==> config.mk <==
export PLATFORM = sky130hd
export DESIGN_NAME = websocket_frame_unmasker_unit
export DESIGN_NICKNAME = d
export VERILOG_FILES = /design/src/rtl/wsfu_pkg.sv /design/src/rtl/websocket_frame_unmasker_unit.sv
export SDC_FILE = /design/constraint.sdc
export NUM_CORES = 1
export LEC_CHECK = 0
export ABC_AREA = 1
export ABC_CLOCK_PERIOD_IN_PS = 7200
export BUFFER_PORTS_ARGS = -buffer_cell sky130_fd_sc_hd__buf_2
export CELL_PAD_IN_SITES_DETAIL_PLACEMENT = 1
export CELL_PAD_IN_SITES_GLOBAL_PLACEMENT = 2
export CORE_UTILIZATION = 38
export DETAILED_ROUTE_END_ITERATION = 12
export PLACE_DENSITY_LB_ADDON = 0.1
export SYNTH_ARGS = -nofsm -noshare
export SYNTH_HDL_FRONTEND = slang
export SYNTH_SLANG_ARGS = --single-unit
==> constraint.sdc <==
create_clock -name aclk -period 7.2 [get_ports aclk]
set_input_delay 2.16 -clock aclk [delete_from_list [all_inputs] [get_ports aclk]]
set_output_delay 2.16 -clock aclk [all_outputs]
set_load 0.01 [all_outputs]
==> src/rtl/wsfu_pkg.sv <==
// Package for the websocket frame unmasker: parse phase type and header field codes.
// No dependencies; imported by websocket_frame_unmasker_unit.
package wsfu_pkg;

    typedef enum logic [3:0] {
        PH_IDLE    = 4'd0,
        PH_LEN     = 4'd1,
        PH_EXT_HI  = 4'd2,
        PH_EXT_LO  = 4'd3,
        PH_MASK0   = 4'd4,
        PH_MASK1   = 4'd5,
        PH_MASK2   = 4'd6,
        PH_MASK3   = 4'd7,
        PH_PAYLOAD = 4'd8,
        PH_DONE    = 4'd9
    } phase_t;

    localparam logic [3:0] OPCODE_CLOSE  = 4'h8;
    localparam logic [6:0] LEN_SHORT_MAX = 7'd125;
    localparam logic [6:0] LEN_EXT16     = 7'd126;

endpackage

==> src/rtl/websocket_frame_unmasker_unit.sv <==
// Websocket frame unmasker: parses frame headers and XORs payload bytes with the mask key.
// Depends on wsfu_pkg.
//
// Takes one received frame byte per cycle while s_tready is high (s_tuser marks the first
// byte of a frame) and gives at most one result per byte: an unmasked payload byte, with
// m_tlast on the final one, or a single empty-message result (m_tuser high, m_tdata zero)
// for a close opcode, length code 127 or zero length. Bytes outside a frame give nothing.
// Throughput is one byte per clock with back-to-back requests while m_tready is high. A
// request is held in the input register, and its result is loaded into the result register
// once that register is empty or m_tready is high, raising m_tvalid if the byte gives one.
// Header parse and unmask are combinational between the two registers. Backpressure on
// m_tready propagates to s_tready in the same cycle: while a result waits, one more byte
// can still enter an empty input register; then s_tready stays low until m_tready returns.
module websocket_frame_unmasker_unit (
    input  logic       aclk,
    input  logic       aresetn,
    input  logic       s_tvalid,
    output logic       s_tready,
    input  logic [7:0] s_tdata,   // [7:0] rx_byte
    input  logic       s_tuser,   // [0] frame_start
    output logic       m_tvalid,
    input  logic       m_tready,
    output logic [7:0] m_tdata,   // [7:0] data_byte
    output logic       m_tlast,   // last_of_message
    output logic       m_tuser    // [0] empty_message
);
    import wsfu_pkg::*;

    // input register
    logic       in_valid_reg;
    logic [7:0] in_byte_reg;
    logic       in_start_reg;

    // parser state
    phase_t      phase_reg, phase_next;
    logic [15:0] payload_length_reg, payload_length_next;
    logic [7:0]  mask_key_reg [4];
    logic [7:0]  mask_key_next [4];
    logic [15:0] byte_index_reg, byte_index_next;

    // result register
    logic       out_valid_reg;
    logic [7:0] out_data_reg;
    logic       out_last_reg;
    logic       out_empty_reg;

    logic       advance;
    logic       res_valid;
    logic [7:0] res_data;
    logic       res_last;
    logic       res_empty;
    logic       pay_last;
    logic [6:0] len_code;
    logic [16:0] index_inc;

    assign advance  = in_valid_reg && (!out_valid_reg || m_tready);
    assign s_tready = !in_valid_reg || advance;

    assign len_code  = in_byte_reg[6:0];
    assign index_inc = {1'b0, byte_index_reg} + 17'd1;
    assign pay_last  = index_inc >= {1'b0, payload_length_reg};

    // next state
    always_comb begin
        phase_next          = phase_reg;
        payload_length_next = payload_length_reg;
        mask_key_next       = mask_key_reg;
        byte_index_next     = byte_index_reg;
        if (in_start_reg) begin
            payload_length_next = '0;
            byte_index_next     = '0;
            for (int k = 0; k < 4; k++) begin
                mask_key_next[k] = '0;
            end
            if (in_byte_reg[3:0] == OPCODE_CLOSE) begin
                phase_next = PH_DONE;
            end else begin
                phase_next = PH_LEN;
            end
        end else begin
            case (phase_reg)
                PH_LEN: begin
                    if (len_code <= LEN_SHORT_MAX) begin
                        payload_length_next = {9'd0, len_code};
                        phase_next = (len_code == 7'd0) ? PH_DONE : PH_MASK0;
                    end else if (len_code == LEN_EXT16) begin
                        phase_next = PH_EXT_HI;
                    end else begin
                        phase_next = PH_DONE;
                    end
                end
                PH_EXT_HI: begin
                    payload_length_next = {in_byte_reg, 8'd0};
                    phase_next = PH_EXT_LO;
                end
                PH_EXT_LO: begin
                    payload_length_next = {payload_length_reg[15:8], in_byte_reg};
                    phase_next = ({payload_length_reg[15:8], in_byte_reg} == 16'd0) ?
                                 PH_DONE : PH_MASK0;
                end
                PH_MASK0: begin
                    mask_key_next[0] = in_byte_reg;
                    phase_next = PH_MASK1;
                end
                PH_MASK1: begin
                    mask_key_next[1] = in_byte_reg;
                    phase_next = PH_MASK2;
                end
                PH_MASK2: begin
                    mask_key_next[2] = in_byte_reg;
                    phase_next = PH_MASK3;
                end
                PH_MASK3: begin
                    mask_key_next[3] = in_byte_reg;
                    byte_index_next  = '0;
                    phase_next = PH_PAYLOAD;
                end
                PH_PAYLOAD: begin
                    byte_index_next = index_inc[15:0];
                    if (pay_last) begin
                        phase_next = PH_DONE;
                    end
                end
                default: begin
                    phase_next = phase_reg;
                end
            endcase
        end
    end

    // result of the current request
    always_comb begin
        res_valid = 1'b0;
        res_data  = '0;
        res_last  = 1'b0;
        res_empty = 1'b0;
        if (in_start_reg) begin
            if (in_byte_reg[3:0] == OPCODE_CLOSE) begin
                res_valid = 1'b1;
                res_last  = 1'b1;
                res_empty = 1'b1;
            end
        end else begin
            case (phase_reg)
                PH_LEN: begin
                    if (len_code == 7'd0 || len_code > LEN_EXT16) begin
                        res_valid = 1'b1;
                        res_last  = 1'b1;
                        res_empty = 1'b1;
                    end
                end
                PH_EXT_LO: begin
                    if ({payload_length_reg[15:8], in_byte_reg} == 16'd0) begin
                        res_valid = 1'b1;
                        res_last  = 1'b1;
                        res_empty = 1'b1;
                    end
                end
                PH_PAYLOAD: begin
                    res_valid = 1'b1;
                    res_data  = in_byte_reg ^ mask_key_reg[byte_index_reg[1:0]];
                    res_last  = pay_last;
                end
                default: begin
                    res_valid = 1'b0;
                end
            endcase
        end
    end

    always_ff @(posedge aclk) begin
        if (!aresetn) begin
            in_valid_reg <= 1'b0;
        end else if (s_tready) begin
            in_valid_reg <= s_tvalid;
        end
        if (s_tready) begin
            in_byte_reg  <= s_tdata;
            in_start_reg <= s_tuser;
        end
    end

    always_ff @(posedge aclk) begin
        if (!aresetn) begin
            phase_reg          <= PH_IDLE;
            payload_length_reg <= '0;
            byte_index_reg     <= '0;
            for (int k = 0; k < 4; k++) begin
                mask_key_reg[k] <= '0;
            end
        end else if (advance) begin
            phase_reg          <= phase_next;
            payload_length_reg <= payload_length_next;
            byte_index_reg     <= byte_index_next;
            mask_key_reg       <= mask_key_next;
        end
    end

    always_ff @(posedge aclk) begin
        if (!aresetn) begin
            out_valid_reg <= 1'b0;
        end else if (advance) begin
            out_valid_reg <= res_valid;
        end else if (m_tready) begin
            out_valid_reg <= 1'b0;
        end
        if (advance) begin
            out_data_reg  <= res_data;
            out_last_reg  <= res_last;
            out_empty_reg <= res_empty;
        end
    end

    assign m_tvalid = out_valid_reg;
    assign m_tdata  = out_data_reg;
    assign m_tlast  = out_last_reg;
    assign m_tuser  = out_empty_reg;

    // an empty message is always a final, zero byte
    a_empty_form: assert property (@(posedge aclk) disable iff (!aresetn)
        out_valid_reg && out_empty_reg |-> out_last_reg && (out_data_reg == 8'd0))
        else $error("empty-message result without last flag or with data");

    a_index_range: assert property (@(posedge aclk) disable iff (!aresetn)
        phase_reg == PH_PAYLOAD |-> byte_index_reg < payload_length_reg)
        else $error("payload index ran past payload length");

    a_close_result: assert property (@(posedge aclk) disable iff (!aresetn)
        advance && in_start_reg && (in_byte_reg[3:0] == OPCODE_CLOSE)
        |=> out_valid_reg && out_empty_reg && (phase_reg == PH_DONE))
        else $error("close header did not give an empty message");

    a_last_done: assert property (@(posedge aclk) disable iff (!aresetn)
        advance && !in_start_reg && (phase_reg == PH_PAYLOAD) && pay_last
        |=> phase_reg == PH_DONE && out_valid_reg && out_last_reg)
        else $error("final payload byte did not close the frame");

endmodule
=== After elaboration in Yosys (flattened, before gate mapping) ===
Cells that the tools add are included.

* Register bits: 89
* Bits in latches: 0
* Memory bits (writable): 0
* ROM bits: 0
* Input bits: 13
* Output and inout port bits: 12
* Word-level logic and storage cells: 94
* Memories kept: 0

* Add/subtract/negate cells: 1
* Multipliers: 0
* Div/mod/pow operators: 0
* $lt $le $gt $ge: 4
* Equality and inequality tests: 13
* Shift operators: 0
* Multiplexer cells: 32
* Bitwise logic cells: 3
* Reduce and logical (&&, ||, !) cells: 26

{| class="wikitable"
|+ Operator list
! operator !! number
|-
| 16-bit 2-to-1 mux || 3
|-
| 8-bit 2-to-1 mux || 6
|-
| 16-bit one-hot mux with 3 select lines || 1
|-
| 32-bit 2-to-1 mux || 1
|-
| 16-bit one-hot mux with 2 select lines || 1
|-
| 4-bit one-hot mux with 8 select lines || 1
|-
| 4-bit 2-to-1 mux || 7
|-
| 16-bit by 1-bit adder with 17-bit output, second input constant || 1
|-
| 17-bit by 16-bit >= comparator with 1-bit output || 1
|-
| 8-bit binary-select mux with 2-bit select || 1
|-
| 4-bit by 3-bit equality test with 1-bit output, second input constant || 4
|-
| 16-bit zero test || 1
|-
| 2-bit AND reduction || 5
|-
| 2-bit nonzero test || 5
|-
| 9-bit nonzero test || 1
|-
| 4-bit by 2-bit equality test with 1-bit output, second input constant || 2
|-
| 4-bit equality test, second input constant || 2
|-
| 1-bit 2-to-1 mux || 8
|-
| 8-bit XOR || 1
|-
| 7-bit equality test, second input constant || 1
|-
| 7-bit > comparator, second input constant || 1
|-
| 7-bit less-or-equal comparator, second input constant || 1
|-
| 7-bit zero test || 1
|-
| 3-bit != test, second input constant || 2
|-
| 15 further kinds || 21
|}

=== Longest topological paths before layout ===
Gate-level depths: netlist (run 1).

* Depth after elaboration: 6
* Depth in mapped cells: 20
* Mapped depth without buffers: 19

=== Least setup slack after synthesis (run 1) ===
No wires, ideal clock.

* Kind: in2out
* Start: input port m_tready
* End: output port s_tready
* Data arrival time: 2.526 ns
* Data required time: 5.040 ns
* Path slack: 2.514 ns
* Cell stages on the path: 2
* Path buffers: 0
* Cells stage by stage: inv_1 > nand3_1

* Word-level cells in the longest chain between the ends: 3

{| class="wikitable"
|+ Ends and longest elaborated chain
! element !! line !! RTL
|-
| start: declaration || websocket_frame_unmasker_unit.sv:22 || <nowiki>input logic m_tready,</nowiki>
|-
| 1-bit logical OR || websocket_frame_unmasker_unit.sv:56 || <nowiki>assign advance = in_valid_reg && (!out_valid_reg || m_tready);</nowiki>
|-
| 1-bit logical AND || websocket_frame_unmasker_unit.sv:56 ||
|-
| 1-bit logical OR || websocket_frame_unmasker_unit.sv:57 || <nowiki>assign s_tready = !in_valid_reg || advance;</nowiki>
|-
| end: declaration || websocket_frame_unmasker_unit.sv:18 || <nowiki>output logic s_tready,</nowiki>
|}

No other way between the ends.

=== Worst setup path in the final report (run 1) ===
Ends and elaborated chain as after synthesis.

==> results of run 1 <==
stage by stage:
stage                     setup slack, ps  cell area, sq um
after CTS                            2040              5280
after global placement               2080              5000
final                                2070              5280
after detailed placement             2050              5000
after floorplan                      2510              4750
after global routing                 1930              5280
worst paths after layout:
path,cells past startpoint,end,start,slack [ps]
setup / recovery,4,s_tready,m_tready,2070
hold / removal,2,mask_key_reg[11],mask_key_reg[11],450
setup reg to reg,15,m_tlast,byte_index_reg[1],3890
hold reg to reg,2,mask_key_reg[11],mask_key_reg[11],450
power groups by stage:
stage | Combinational, mW | Clock (mW) | Sequential [mW]
6_report | 0.165 | 0.452 | 0.547
5_1_grt | 0.188 | 0.482 | 0.550
4_1_cts | 0.166 | 0.467 | 0.547
3_5_place_dp | 0.165 | 0 | 0.558
3_3_place_gp | 0.160 | 0 | 0.558
2_1_floorplan | 0.119 | 0 | 0.553
layout make-up:
cell class | instances | area, sq um
Fill cell | 1575 | 6830
Multi-Input combinational cell | 456 | 2350
Sequential cell | 89 | 1970
Inverter | 87 | 327
Clock buffer | 12 | 250
Tap cell | 168 | 210
Timing Repair Buffer | 27 | 143
Clock inverter | 4 | 28.8
cell usage after synthesis (all sizes together):
library cell and number:
nand3b 2, nand3 31, o21a 1, a21oi 85
nand2 159, a211oi 13, a32o 1, xnor2 5
or2 2, xor2 7, o21ai 44, nand4 8
nor4 1, buf 11, ha 17, inv 86
a21o 1, nor3 3, clkinv 1, and2 2
dfxtp 70, o31ai 1, edfxtp 19, nor2 72
clkbuf 9, a31oi 1
critical path, cell delays in order:
cell and delay (ps):
buf_2 90, inv_1 60, nand3_1 360, buf_2 290
cells in the final DEF, fill, tap and decap left out, types with 2 or more instances in the layout:
cell type	n
nand2_1	155
a21oi_1	81
inv_1	79
dfxtp_1	70
nor2_1	58
o21ai_0	43
nand3_1	28
buf_2	24
edfxtp_1	19
ha_1	17
nor2_2	11
a211oi_1	11
clkbuf_16	9
nand4_1	8
xor2_1	7
inv_2	7
xnor2_1	5
nor3_1	3
nand2_2	3
nand3_2	3
nor2_4	3
a21oi_2	3
buf_4	3
and2_1	2
nand3b_1	2
clkinv_1	2
or2_2	2
a211oi_2	2
clkinv_4	2
logic make-up after synthesis:
family	after synthesis	share of synthesized area, %
simple gates	280	25.6
compound gates	147	17.2
xor+xnor	12	2.21
buf+inv	107	9.01
fa+ha+maj	17	4.48
flops	89	41.5
metal layers:
| layer | track usage [%] | up-vias | routed length (um) |
|---|---|---|---|
| met5 | 0 | - | 0 |
| met4 | 7.53 | 0 | 282 |
| met3 | 4.99 | 20 | 509 |
| met2 | 37.5 | 69 | 6310 |
| met1 | 31.0 | 2090 | 6780 |
| li1 | - | 2160 | - |
==> flow_metrics.py, run 1 <==
metrics = {
    "synthesis": {
        "synth-seq-area-share_pct": 41.5,
        "synth_top_area_cell": "dfxtp_1",
        "synth.top_cell.area_share_pct": 29.5,
        "synth_seq_cells": 89,
        "synthTopCellsByArea": "dfxtp_1 30%, nand2_1 12%, edfxtp_1 12%, a21oi_1 8.5%, inv_1 6.2%",
        "ys_warn_count": 0,
        "synth_cell_types": 37,
        "avgSynthCellArea_sq_um": 7.28,
        "syn_nets": 682,
        "synth_cells": 652,
        "synth_area_sq_mm": 0.00475,
    },
    "clocking": {
        "clockBufferDepth": 2,
        "clkSlewWorstSetupHoldPaths_ps": 70,
        "cts_made_buffers": 9,
        "clkSinkCount": 89,
        "h-tree-depth": 3,
        "worstSkewPairLatency_ps": 350,
        "cts_resized": 0,
        "postCtsSetupBuffers": 0,
        "root_buffer": "clkbuf_16",
        "tritoncts": "done",
        "cts_hold_buf": 0,
    },
    "drt": {
        "ant_nets": 0,
        "drt_first_iter_violations": 157,
        "drc": 0,
        "routed_wl_mm": 13.9,
        "first_pass_iters": 4,
        "wl_per_cell_um": 16.5,
        "vias_per_cell": 5.15,
        "num_vias": 4339,
    },
    "sta": {
        "finalSetupViolations": 0,
        "worst_pin_slew_ps": 732,
        "rsz0062_at_grt": "no",
        "final_max_slew_viol_count": 0,
        "slew-limit-headroom_pct": 51.1,
        "period_share_pct": 71.2,
        "tns_ps": 0,
        "fin_crit_ps": 5130,
        "finalHoldViolCount": 0,
        "hold_ws_ps": 450,
        "finClkSkew_ps": 6.52,
        "fmax_mhz": 195,
    },
    "cells_and_area": {
        "postLayoutCoreUtil_pct": 43.6,
        "nets": 700,
        "layout-drive-gt1-share_pct": 11.6,
        "final-instance-count-excl-fill": 843,
        "area_growth_pct": 11.2,
        "largest_reg_flops": 32,
        "antenna_cells": 0,
    },
    "floorplan": {
        "start_util_pct": 39.2,
        "die_y_um": 114,
        "pin_count": 25,
        "die-area_sq_mm": 0.0130,
        "rows": 40,
        "core_sq_mm": 0.0121,
        "fp.dieW_um": 114,
    },
    "min_path": {
        "hold_class": "reg -> reg",
    },
    "critical_path": {
        "end_kind": "output pin",
        "cp_data_required_time_ps": 5040,
        "path_class": "in -> out",
        "critPathArrivalTime_ps": 2970,
        "critPathLaunchType": "input pin",
        "worst-path-max-fanout": 11,
    },
    "pwr": {
        "p_switching_mw": 0.336,
        "power_leakage_nw": 2.25,
        "power_frac_seq_pct": 47.0,
        "finalPower_mw": 1.16,
        "pwr-share-clk_pct": 38.8,
        "intPower_mw": 0.828,
        "switching_share_pct": 28.9,
        "combPwrFrac_pct": 14.2,
        "ir_worst_vdd_v": 0.000122,
        "powerDensity_mw_per_mm2": 221,
    },
    "flow_run": {
        "cap_viol_max_count": 0,
    },
    "global_routing": {
        "grt_pass1_wl_mm": 22.7,
        "grt_max_degree": 37,
        "first_global_vias": 4361,
        "grt_antenna_before_repair": 0,
        "track_usage_pct": 23.2,
        "grt.overflow.total": 0,
    },
    "place": {
        "portBuffers": 24,
        "place.gp.congestion": 0.795,
        "dp.cells": 827,
        "hpwl_mm": 10.1,
    },
    "status": {
        "status": "completed",
    },
}
No activity file was read; power rests on OpenSTA's default activity.
==> inputs of run 2 (changes only) <==
- ABC_CLOCK_PERIOD_IN_PS: 7200 -> 5300
- CORE_UTILIZATION: 38 -> 36
- clock period: 7.2 -> 5.3 ns (I/O delays scaled with it)
==> flow_metrics.py, run 2 (synthesis results as in run 1) <==
metrics = {
    "status": {
        "status": "completed",
    },
    "clocking": {
        "postCtsSetupBuffers": 0,
        "clockBufferDepth": 2,
        "h-tree-depth": 3,
        "cts_resized": 0,
        "clkSlewWorstSetupHoldPaths_ps": 60,
        "tritoncts": "done",
        "clkSinkCount": 89,
        "cts_made_buffers": 9,
        "worstSkewPairLatency_ps": 350,
        "root_buffer": "clkbuf_16",
        "cts_hold_buf": 0,
    },
    "drt": {
        "wl_per_cell_um": 16.0,
        "vias_per_cell": 5.04,
        "routed_wl_mm": 13.6,
        "drt_first_iter_violations": 177,
        "first_pass_iters": 4,
        "drc": 0,
        "ant_nets": 0,
        "num_vias": 4266,
    },
    "sta": {
        "final_max_slew_viol_count": 0,
        "rsz0062_at_grt": "no",
        "finalHoldViolCount": 0,
        "finClkSkew_ps": 7.01,
        "worst_pin_slew_ps": 732,
        "fin_crit_ps": 4000,
        "slew-limit-headroom_pct": 51.1,
        "period_share_pct": 75.4,
        "tns_ps": 0,
        "finalSetupViolations": 0,
        "worst_slack_ps": 1300,
        "fmax_mhz": 250,
    },
    "critical_path": {
        "reg2reg_depth": 15,
        "reg2reg_from": "byte_index_reg[1]",
        "cp_num_buf_inv": 3,
        "critPathTopFamily": "buffers and inverters",
        "path_class": "in -> out",
        "cp-endpoint": "s_tready",
        "r2r_setup_slack_ps": 2070,
        "critPathLaunchType": "input pin",
        "cp_slowest_cell": "nand3_1",
        "cp_cell_sequence": "buf_2, inv_1, nand3_1, buf_2",
        "cpMostUsedCell": "buf_2",
        "r2r-end": "m_tlast",
        "critPathArrivalTime_ps": 2410,
        "cp_data_required_time_ps": 3710,
        "end_kind": "output pin",
        "worst-path-max-fanout": 11,
        "slowest_delay_ps": 360,
        "startpoint": "m_tready",
        "path_depth": 4,
    },
    "floorplan": {
        "start_util_pct": 37.3,
        "pin_count": 25,
        "rows": 41,
        "die_y_um": 117,
        "fp.dieW_um": 117,
        "die-area_sq_mm": 0.0137,
        "core_sq_mm": 0.0127,
    },
    "min_path": {
        "hold_class": "reg -> reg",
    },
    "place": {
        "placed_area_sq_mm": 0.00501,
        "hpwl_mm": 10.0,
        "portBuffers": 24,
        "pre_cts_slack_ps": 1270,
        "place.gp.congestion": 0.812,
    },
    "cells_and_area": {
        "largest_reg_flops": 32,
        "postLayoutCoreUtil_pct": 41.6,
        "multi_input_area_sq_mm": 0.00235,
        "final_common_cell": "nand2_1",
        "fin_area_sq_mm": 0.00530,
        "seq_area_sq_mm": 0.00197,
        "area_growth_pct": 11.5,
        "nets": 700,
        "nFillCells": 1641,
        "layout-drive-gt1-share_pct": 11.9,
        "antenna_cells": 0,
        "final_cell_mix": "155 x nand2_1, 81 x a21oi_1, 79 x inv_1",
    },
    "global_routing": {
        "grt_max_degree": 37,
        "grt.overflow.total": 0,
        "track_usage_pct": 21.9,
        "first_global_vias": 4231,
        "grt_pass1_wl_mm": 22.2,
        "grt_antenna_before_repair": 0,
    },
    "pwr": {
        "powerDensity_mw_per_mm2": 303,
        "ir_worst_vdd_v": 0.000118,
        "power_leakage_nw": 2.26,
        "finalPower_mw": 1.60,
    },
    "flow_run": {
        "cap_viol_max_count": 0,
    },
}
[run 2: how the worst min path moves through the flow]
stage                startpoint               end  slack [ps]  depth (start not counted)
6_report       mask_key_reg[28]  mask_key_reg[28]         450                          2
5_1_grt        mask_key_reg[11]  mask_key_reg[11]         480                          2
4_1_cts        mask_key_reg[29]  mask_key_reg[29]         450                          2
3_5_place_dp   mask_key_reg[28]  mask_key_reg[28]         440                          2
3_3_place_gp   mask_key_reg[27]  mask_key_reg[27]         430                          2
2_1_floorplan  mask_key_reg[11]  mask_key_reg[11]         420                          2
[run 2: stage by stage]
stage / hold slack (ps) / cells
after global routing: 481 / 847
final: 451 / 847
after floorplan: 425 / 652
after detailed placement: 443 / 831
after global placement: 435 / 831
after CTS: 453 / 847
[run 2: metal layers]
layer / vias up / wire length [um] / GRT usage [%] / part of all wire (%)
met3: 15 / 493 / 2.99 / 3.6
met1: 2028 / 6640 / 29.9 / 49
met4: 0 / 220 / 8.02 / 1.6
met2: 65 / 6220 / 35.3 / 46
li1: 2158 / - / - / -
met5: - / 0 / 0 / 0
[run 2: power breakdown]
group	leakage (nW)	internal (mW)	switching [mW]
Combinational	1.35	0.0656	0.158
Sequential	0.767	0.723	0.0190
Clock	0.149	0.351	0.289
Total	2.26	1.14	0.465
[run 2: cell type report]
cell class,instances,area share [%]
Clock buffer,11,4.82
Clock inverter,5,0.638
Inverter,87,6.17
Multi-Input combinational cell,456,44.4
Sequential cell,89,37.2
Tap cell,172,4.06
Timing Repair Buffer,27,2.69
[run 2: worst min-delay path: stages (launching register included)]
cell	delay (ps)
dfxtp_1	300
inv_1	60
a21oi_1	50
==> inputs of run 3 (changes only) <==
- ABC_CLOCK_PERIOD_IN_PS: 5300 -> 4100
- clock period: 5.3 -> 4.1 ns (I/O delays scaled with it)
==> flow_metrics.py, run 3 (synthesis results as in run 1) <==
metrics = {
    "cells_and_area": {
        "nets": 700,
        "final_cell_mix": "155 x nand2_1, 81 x a21oi_1, 79 x inv_1",
        "largest_reg_flops": 32,
        "antenna_cells": 0,
        "final_common_cell": "nand2_1",
        "area_growth_pct": 11.1,
        "nFillCells": 1665,
        "final-instance-count-excl-fill": 847,
        "layout-drive-gt1-share_pct": 11.4,
    },
    "drt": {
        "routed_wl_mm": 14.0,
        "drc": 0,
        "drt_first_iter_violations": 180,
        "vias_per_cell": 5.04,
        "wl_per_cell_um": 16.5,
        "first_pass_iters": 4,
        "num_vias": 4273,
        "ant_nets": 0,
    },
    "clocking": {
        "clockBufferDepth": 2,
        "h-tree-depth": 3,
        "clkSinkCount": 89,
        "worstSkewPairLatency_ps": 350,
        "tritoncts": "done",
        "postCtsSetupBuffers": 0,
        "root_buffer": "clkbuf_16",
        "cts_hold_buf": 0,
        "cts_made_buffers": 9,
        "cts_resized": 0,
        "clkSlewWorstSetupHoldPaths_ps": 70,
    },
    "critical_path": {
        "r2r_setup_slack_ps": 930,
        "critPathArrivalTime_ps": 2030,
        "reg2reg_depth": 18,
        "reg2reg_from": "byte_index_reg[1]",
        "cp_slowest_cell": "nand3_1",
        "cpMostUsedCell": "buf_2",
        "critPathLaunchType": "input pin",
        "cp_num_buf_inv": 3,
        "cp_cell_sequence": "buf_2, inv_1, nand3_1, buf_2",
        "slowest_delay_ps": 360,
        "path_class": "in -> out",
        "critPathTopFamily": "buffers and inverters",
        "worst-path-max-fanout": 11,
        "end_kind": "output pin",
        "r2r-end": "phase_reg[2]",
        "cp_data_required_time_ps": 2870,
    },
    "sta": {
        "period_share_pct": 79.5,
        "worst_pin_slew_ps": 788,
        "rsz0062_at_grt": "no",
        "finalHoldViolCount": 0,
        "fmax_mhz": 307,
        "tns_ps": 0,
        "worst_slack_ps": 839,
        "finalSetupViolations": 0,
        "finClkSkew_ps": 8.08,
        "slew-limit-headroom_pct": 47.3,
        "final_max_slew_viol_count": 0,
        "fin_crit_ps": 3260,
    },
    "place": {
        "dp.cells": 831,
        "portBuffers": 24,
        "place.gp.congestion": 0.793,
        "pre_cts_slack_ps": 809,
        "hpwl_mm": 10.5,
    },
    "pwr": {
        "ir_worst_vdd_v": 0.000224,
        "power_leakage_nw": 2.24,
        "powerDensity_mw_per_mm2": 383,
    },
    "flow_run": {
        "cap_viol_max_count": 0,
    },
    "global_routing": {
        "grt.overflow.total": 0,
        "grt_pass1_wl_mm": 22.7,
        "grt_max_degree": 37,
        "first_global_vias": 4357,
        "grt_antenna_before_repair": 0,
        "track_usage_pct": 22.3,
    },
    "floorplan": {
        "die-area_sq_mm": 0.0137,
        "fp.dieW_um": 117,
        "pin_count": 25,
        "die_y_um": 117,
        "core_sq_mm": 0.0127,
        "rows": 41,
        "start_util_pct": 37.3,
    },
    "status": {
        "status": "completed",
    },
    "min_path": {
        "min_path_cells": 2,
        "holdCritStartpoint": "mask_key_reg[12]",
        "hold_class": "reg -> reg",
        "worstHoldEndpoint": "mask_key_reg[12]",
    },
}
[run 3: final cells by class]
cell class	instances	area, sq um	share of cell area, %
clock inverters	7	43.8	0.830
clock buffers	9	225	4.27
well taps	172	215	4.08
flip-flops and latches	89	1970	37.4
repair buffers	27	143	2.70
multi-input cells	456	2350	44.5
inverters	87	327	6.19
[run 3: metal layers]
layer	vias to the layer above	wire length, um	global-route usage [%]
li1	2155	-	-
met1	2049	6760	29.2
met2	52	6620	37.8
met3	17	321	2.88
met4	0	265	8.10
met5	-	0	0
[run 3: through the flow]
stage          area [sq um]  hold slack (ps)  utilization [%]  power, mW
6_report               5280              448             41.5       2.02
3_5_place_dp           5010              443             39.3       1.27
2_1_floorplan          4750              425                -       1.18
5_1_grt                5280              489             41.5       2.12
4_1_cts                5280              454             41.5       2.05
3_3_place_gp           5010              436             39.3       1.26
[run 3: power by group]
group	internal [mW]	switching [mW]
combinational	0.0847	0.204
clock	0.409	0.362
sequential	0.935	0.0263
total	1.43	0.593
[run 3: worst max-delay path by stage]
stage                            from      endpoint  cells after the start
floorplan                    m_tready      s_tready                      2
global placement             m_tready      s_tready                      4
detailed placement           m_tready      s_tready                      4
CTS                          m_tready      s_tready                      4
global route        byte_index_reg[1]  phase_reg[2]                     19
finish                       m_tready      s_tready                      4
[run 3: worst min-delay path, stage by stage (launching register included)]
cell,delay [ps]
dfxtp_1,300
inv_1,50
a21oi_1,50
